$ cat src/hw/rtl/rsc_pkg.sv
// Shared types, constants and kernel helpers for the RGB 3x3 sharpen filter.
// No dependencies. Used by rsc_column_cell and rgb_sharpen_convolution_3x3.
package rsc_pkg;

  localparam int CHAN_W      = 8;
  localparam int PIX_W       = 3 * CHAN_W;
  localparam int OUT_COL_W   = 11;
  localparam int OUT_ROW_W   = 12;
  localparam int CFG_INDEX_W = 2;
  localparam int CFG_DATA_W  = 13;
  localparam int FW_W        = 12;
  localparam int FH_W        = 13;
  localparam int KSEL_W      = 2;
  localparam int PSUM_W      = 13;
  localparam int WEIGHT_W    = 5;
  localparam int DIM_MIN     = 3;
  localparam int RESET_WIDTH  = 640;
  localparam int RESET_HEIGHT = 480;
  localparam int KERNEL_COUNT = 3;

  typedef enum logic [CFG_INDEX_W-1:0] {
    CFG_KERNEL_SELECT = 2'd0,
    CFG_FRAME_WIDTH   = 2'd1,
    CFG_FRAME_HEIGHT  = 2'd2
  } cfg_index_t;

  typedef logic [CHAN_W-1:0]          chan_t;
  typedef chan_t [2:0]                pixel_t;   // [0] red, [1] green, [2] blue
  typedef pixel_t [2:0]               column_t;  // [0] top row, [2] current row
  typedef logic signed [WEIGHT_W-1:0] weight_t;
  typedef weight_t [2:0]              kcol_t;    // one kernel column, top to bottom
  typedef logic signed [PSUM_W-1:0]   psum_t;
  typedef psum_t [2:0]                psum_vec_t; // per channel

  localparam psum_t CLAMP_HI = 13'sd255;

  // cross, full, alternate; row-major
  localparam weight_t KERNELS [KERNEL_COUNT][9] = '{
    '{ 5'sd0, -5'sd1,  5'sd0, -5'sd1,  5'sd5, -5'sd1,  5'sd0, -5'sd1,  5'sd0},
    '{-5'sd1, -5'sd1, -5'sd1, -5'sd1,  5'sd9, -5'sd1, -5'sd1, -5'sd1, -5'sd1},
    '{ 5'sd1, -5'sd2,  5'sd1, -5'sd2,  5'sd5, -5'sd2,  5'sd1, -5'sd2,  5'sd1}
  };

  function automatic kcol_t kernel_column(input logic [KSEL_W-1:0] sel, input int col);
    kcol_t k;
    int    idx;
    idx = (int'(sel) < KERNEL_COUNT) ? int'(sel) : 0;
    for (int row = 0; row < 3; row++) begin
      k[row] = KERNELS[idx][row * 3 + col];
    end
    return k;
  endfunction

  function automatic psum_vec_t col_sum(input kcol_t k, input column_t c);
    psum_vec_t acc;
    acc = '0;
    for (int ch = 0; ch < 3; ch++) begin
      for (int row = 0; row < 3; row++) begin
        acc[ch] = acc[ch] + PSUM_W'($signed(k[row]) * $signed({5'b0, c[row][ch]}));
      end
    end
    return acc;
  endfunction

endpackage

$ cat src/hw/rtl/rsc_column_cell.sv
// One window column cell: holds three pixels of a column, shifts them on,
// and forms the weighted column sum per channel. Depends on rsc_pkg.
module rsc_column_cell
  import rsc_pkg::*;
(
  input  logic      clk,
  input  logic      shift,
  input  column_t   col_in,
  input  kcol_t     weights,
  output column_t   col_out,
  output psum_vec_t psum
);

  column_t held;

  always_ff @(posedge clk) begin
    if (shift) begin
      held <= col_in;
    end
  end

  assign col_out = held;
  assign psum    = col_sum(weights, held);

endmodule

$ cat config.mk
export PLATFORM = sky130hd
export DESIGN_NAME = rsc_column_cell
export DESIGN_NICKNAME = d
export VERILOG_FILES = /design/src/hw/rtl/rsc_pkg.sv /design/src/hw/rtl/rsc_column_cell.sv
export SDC_FILE = /design/constraint.sdc
export NUM_CORES = 1
export LEC_CHECK = 0
export BUFFER_PORTS_ARGS = -buffer_cell sky130_fd_sc_hd__buf_2
export CAP_MARGIN = 10
export CORE_UTILIZATION = 61
export CTS_CLUSTER_DIAMETER = 30
export DETAILED_ROUTE_END_ITERATION = 10
export MAX_ROUTING_LAYER = met4
export PLACE_DENSITY = 0.84
export SYNTH_ARGS = -nofsm -noshare
export SYNTH_HDL_FRONTEND = slang
export SYNTH_SLANG_ARGS = --single-unit
export TNS_END_PERCENT = 30
$ cat constraint.sdc
create_clock -name clk -period 10.9 [get_ports clk]
set_input_delay 2.18 -clock clk [delete_from_list [all_inputs] [get_ports clk]]
set_output_delay 2.18 -clock clk [all_outputs]
set_load 0.01 [all_outputs]
Word level (Yosys, flattened, before mapping)
Index checks and enable logic that the tools add are counted. W data, S select, Z words.

Bits in registers: 72. Input bits: 89. Output and inout port bits: 111. Logic and storage cells: 24.

Add/subtract/negate cells: 6. $mul: 9.

Operators by type and width (number): $mul A5 B9 Y13 (9); $add A13 B13 Y13 (6).

Logic depth before layout (Yosys ltp)
Depth after elaboration: 3. Depth in mapped cells: 22. Mapped depth without buffers: 20.

Least setup slack after synthesis
OpenSTA, ideal clock, no wires.

Path kind: input port to output port. Start point: input weights[14] (netlist name). End point: output psum[10] (netlist name). Arrival time: 7.458 ns. Path slack: 1.262 ns. Stages: 19. Buffers on the path: 2. Cell sequence: buf_2 -> inv_1 -> clkbuf_1 -> nor2_1 -> fa_1 -> inv_1 -> fa_1 -> inv_1 -> fa_1 -> fa_1 -> inv_1 -> fa_1 -> fa_1 -> inv_1 -> ha_1 -> o41ai_2 -> o21ai_1 -> a2111o_1 -> o2111ai_1.

RTL lines: start: declaration (line rsc_column_cell.sv:9) `input kcol_t weights,`; end: declaration (line rsc_column_cell.sv:11) `output psum_vec_t psum`.

==> flow_summary.toml <==
[outcome]
status = "finished, final reports clean"

[yosys]
synth_top_area_share_pct = 39.7
synth_area_leaders = "fa_1 (40%), edfxtp_1 (14%), ha_1 (13%), inv_1 (10%), and2_1 (5.7%)"
syn_inst = 1548
seq_area_frac_synth_pct = 14.4
synth_nets = 2092
ys.flop_type = "edfxtp_1"
synth_cell_types = 46
async_flop_share_pct = 0
synth_area_um2 = 15000
ys_ff_latch = 72
synth_edf_count = 72
yosysMostFrequentCell = "inv_1"
yosysWarnings = 0
synth.largest_area_cell = "fa_1"
syn-mean-instance-area_um2 = 9.67
synth_commonest_cells = "inv_1 (409), fa_1 (297), nand2_1 (166), ha_1 (158), and2_1 (136)"

[timing]
drv_slew = 0
relSlewSlack_pct = 34.0
rsz0062_at_grt = "false"
worst_slew_pin_slew_ns = 0.990
hold_ws_ns = 2.00
setup_violations = 0
fin_tns_setup_ns = 0
min_period_ns = 10.10
max_freq_ghz = 0.0990
period_share_pct = 92.6
hold_viol = 0

[global_routing]
grt_max_degree = 73
gr-total-overflow = 0
grt_pass1_vias = 12404
grt_usage_pct = 31.9
grt_pass1_wl_um = 58900
antenna_found_initial = 2

[drt]
vias = 11120
avgViaCountPerCell = 5.41
drt-total-wl_um = 35600
drc = 0
routedWlPerCell_um = 17.4
drt_iter0_drc = 686
antenna_left = 0
firstDrtPassIters = 5

[clock_network]
cts_sinks = 72
htree_num_levels = 3
numCtsBuffers = 9
cts_resized = 0
cts_tree = "built"
cts_setup_buffers = 0
cts_buffer_depth = 2
root_buffer = "clkbuf_16"
clk_pin_slew_ns = 0.07
cts_hold_buf = 0

[critical_path]
critical_path_buf_inv_count = 8
cp_top_family = "adder cells"
cpMostUsedCell = "fa_1"
critPathKind = "in2out"
critPathSlowestCell = "fa_1"
max_stage_delay_ns = 0.52
setup.worst_path.start = "weights[4]"
cp_data_required_time_ns = 8.72
startpoint_type = "primary input"
crit_path_end_kind = "primary output"
worst-path-max-fanout = 17
path_cells = "buf_2 > inv_1 > buf_4 > nor2_1 > fa_1 > inv_1 > fa_1 > inv_1 > fa_1 > fa_1 > fa_1 > inv_1 > fa_1 > inv_1 > ha_1 > nor3_1 > nand2b_1 > o31ai_1 > nor2_1 > o211a_1 > o211ai_1 > buf_2"
critical_path_arrival_ns = 7.92
crit_cells = 22

[worst_hold_path]
min_path_cells = 1
hp-class = "in2reg"
worstHoldStart = "col_in[21]"

[floorplanning]
die_y_um = 159
io_pins = 200
start_util_pct = 63.0
coreArea_um2 = 23800
rows = 56
dieWidth_um = 159
die_area_um2 = 25200

[cells_and_area]
drive_gt1_share_pct = 13.0
largest_register_ffs = 72
area_growth_syn_to_layout_pct = 10.6
layout.nets = 2273

[placement]
gp_congestion = 0.929
portBuffers = 199
dp_hpwl_um = 28600

[flow_run]
drv_cap = 0
[area by class of cell]
type / count / area (µm²)
multi-input cells: 1031 / 11100
repair buffers: 205 / 1040
diodes: 2 / 5.00
well taps: 319 / 399
clock inverters: 4 / 46.3
clock buffers: 11 / 233
fillers: 1756 / 7200
flip-flops and latches: 72 / 2160
inverters: 410 / 1540
[final timing paths]
check / to / slack, ns
setup / recovery: psum[37] / 0.80
hold / removal: col_out[21] / 2.00
[cells in the final DEF, fill, tap and decap left out, types with 2 or more instances in the layout]
| master | synthesis | final |
|---|---|---|
| inv_1 | 409 | 409 |
| fa_1 | 297 | 297 |
| buf_2 | 3 | 198 |
| nand2_1 | 166 | 166 |
| ha_1 | 158 | 158 |
| and2_1 | 136 | 136 |
| edfxtp_1 | 72 | 72 |
| nor2_1 | 62 | 62 |
| xnor2_1 | 40 | 40 |
| nand2b_1 | 31 | 31 |
| a21oi_1 | 23 | 23 |
| xor2_1 | 20 | 20 |
| o21ai_0 | 14 | 14 |
| o21ai_1 | 10 | 10 |
| clkbuf_16 | 0 | 9 |
| o21a_1 | 8 | 8 |
| nand3_1 | 7 | 7 |
| a21o_1 | 7 | 7 |
| buf_4 | 0 | 7 |
| nor3_1 | 6 | 6 |
| or2_2 | 5 | 5 |
| o21bai_1 | 5 | 5 |
| o211ai_1 | 4 | 4 |
| nand4_1 | 3 | 3 |
| a31oi_1 | 3 | 3 |
| o2111ai_1 | 3 | 3 |
| or3_1 | 3 | 3 |
| diode_2 | 0 | 2 |
| clkinv_1 | 1 | 2 |
| nor3b_1 | 2 | 2 |
| clkbuf_1 | 32 | 2 |
[through the flow]
stage / instances / cell area [µm²] / setup slack, ns / util (%)
final: 2054 / 16600 / 0.803 / 69.7
after detailed placement: 2037 / 16300 / 0.833 / 68.5
after CTS: 2052 / 16600 / 0.853 / 69.7
after global routing: 2054 / 16600 / 0.537 / 69.7
after global placement: 2037 / 16300 / 1.05 / 68.5
after floorplan: 1548 / 15000 / 1.26 / -
[logic make-up after synthesis]
logic type,after synthesis,share of synthesized area (%)
xor gates and xnor gates,61,3.62
muxes,1,0.0669
and+or+nand+nor,426,14.0
DFF,72,14.4
AOI/OAI and AO/OA,88,3.77
adders and majority gates,455,52.9
buffers and inverters,445,11.2
[metal layers]
metal,wire length (µm),GRT usage [%]
met1,13700,37.8
met2,17800,54.3
met3,2720,5.12
met4,1450,13.3
met5,0,-
Power is left out: the tool's default activity adds up to more than one toggle a clock period on the data nets, which glitch-free logic cannot reach.
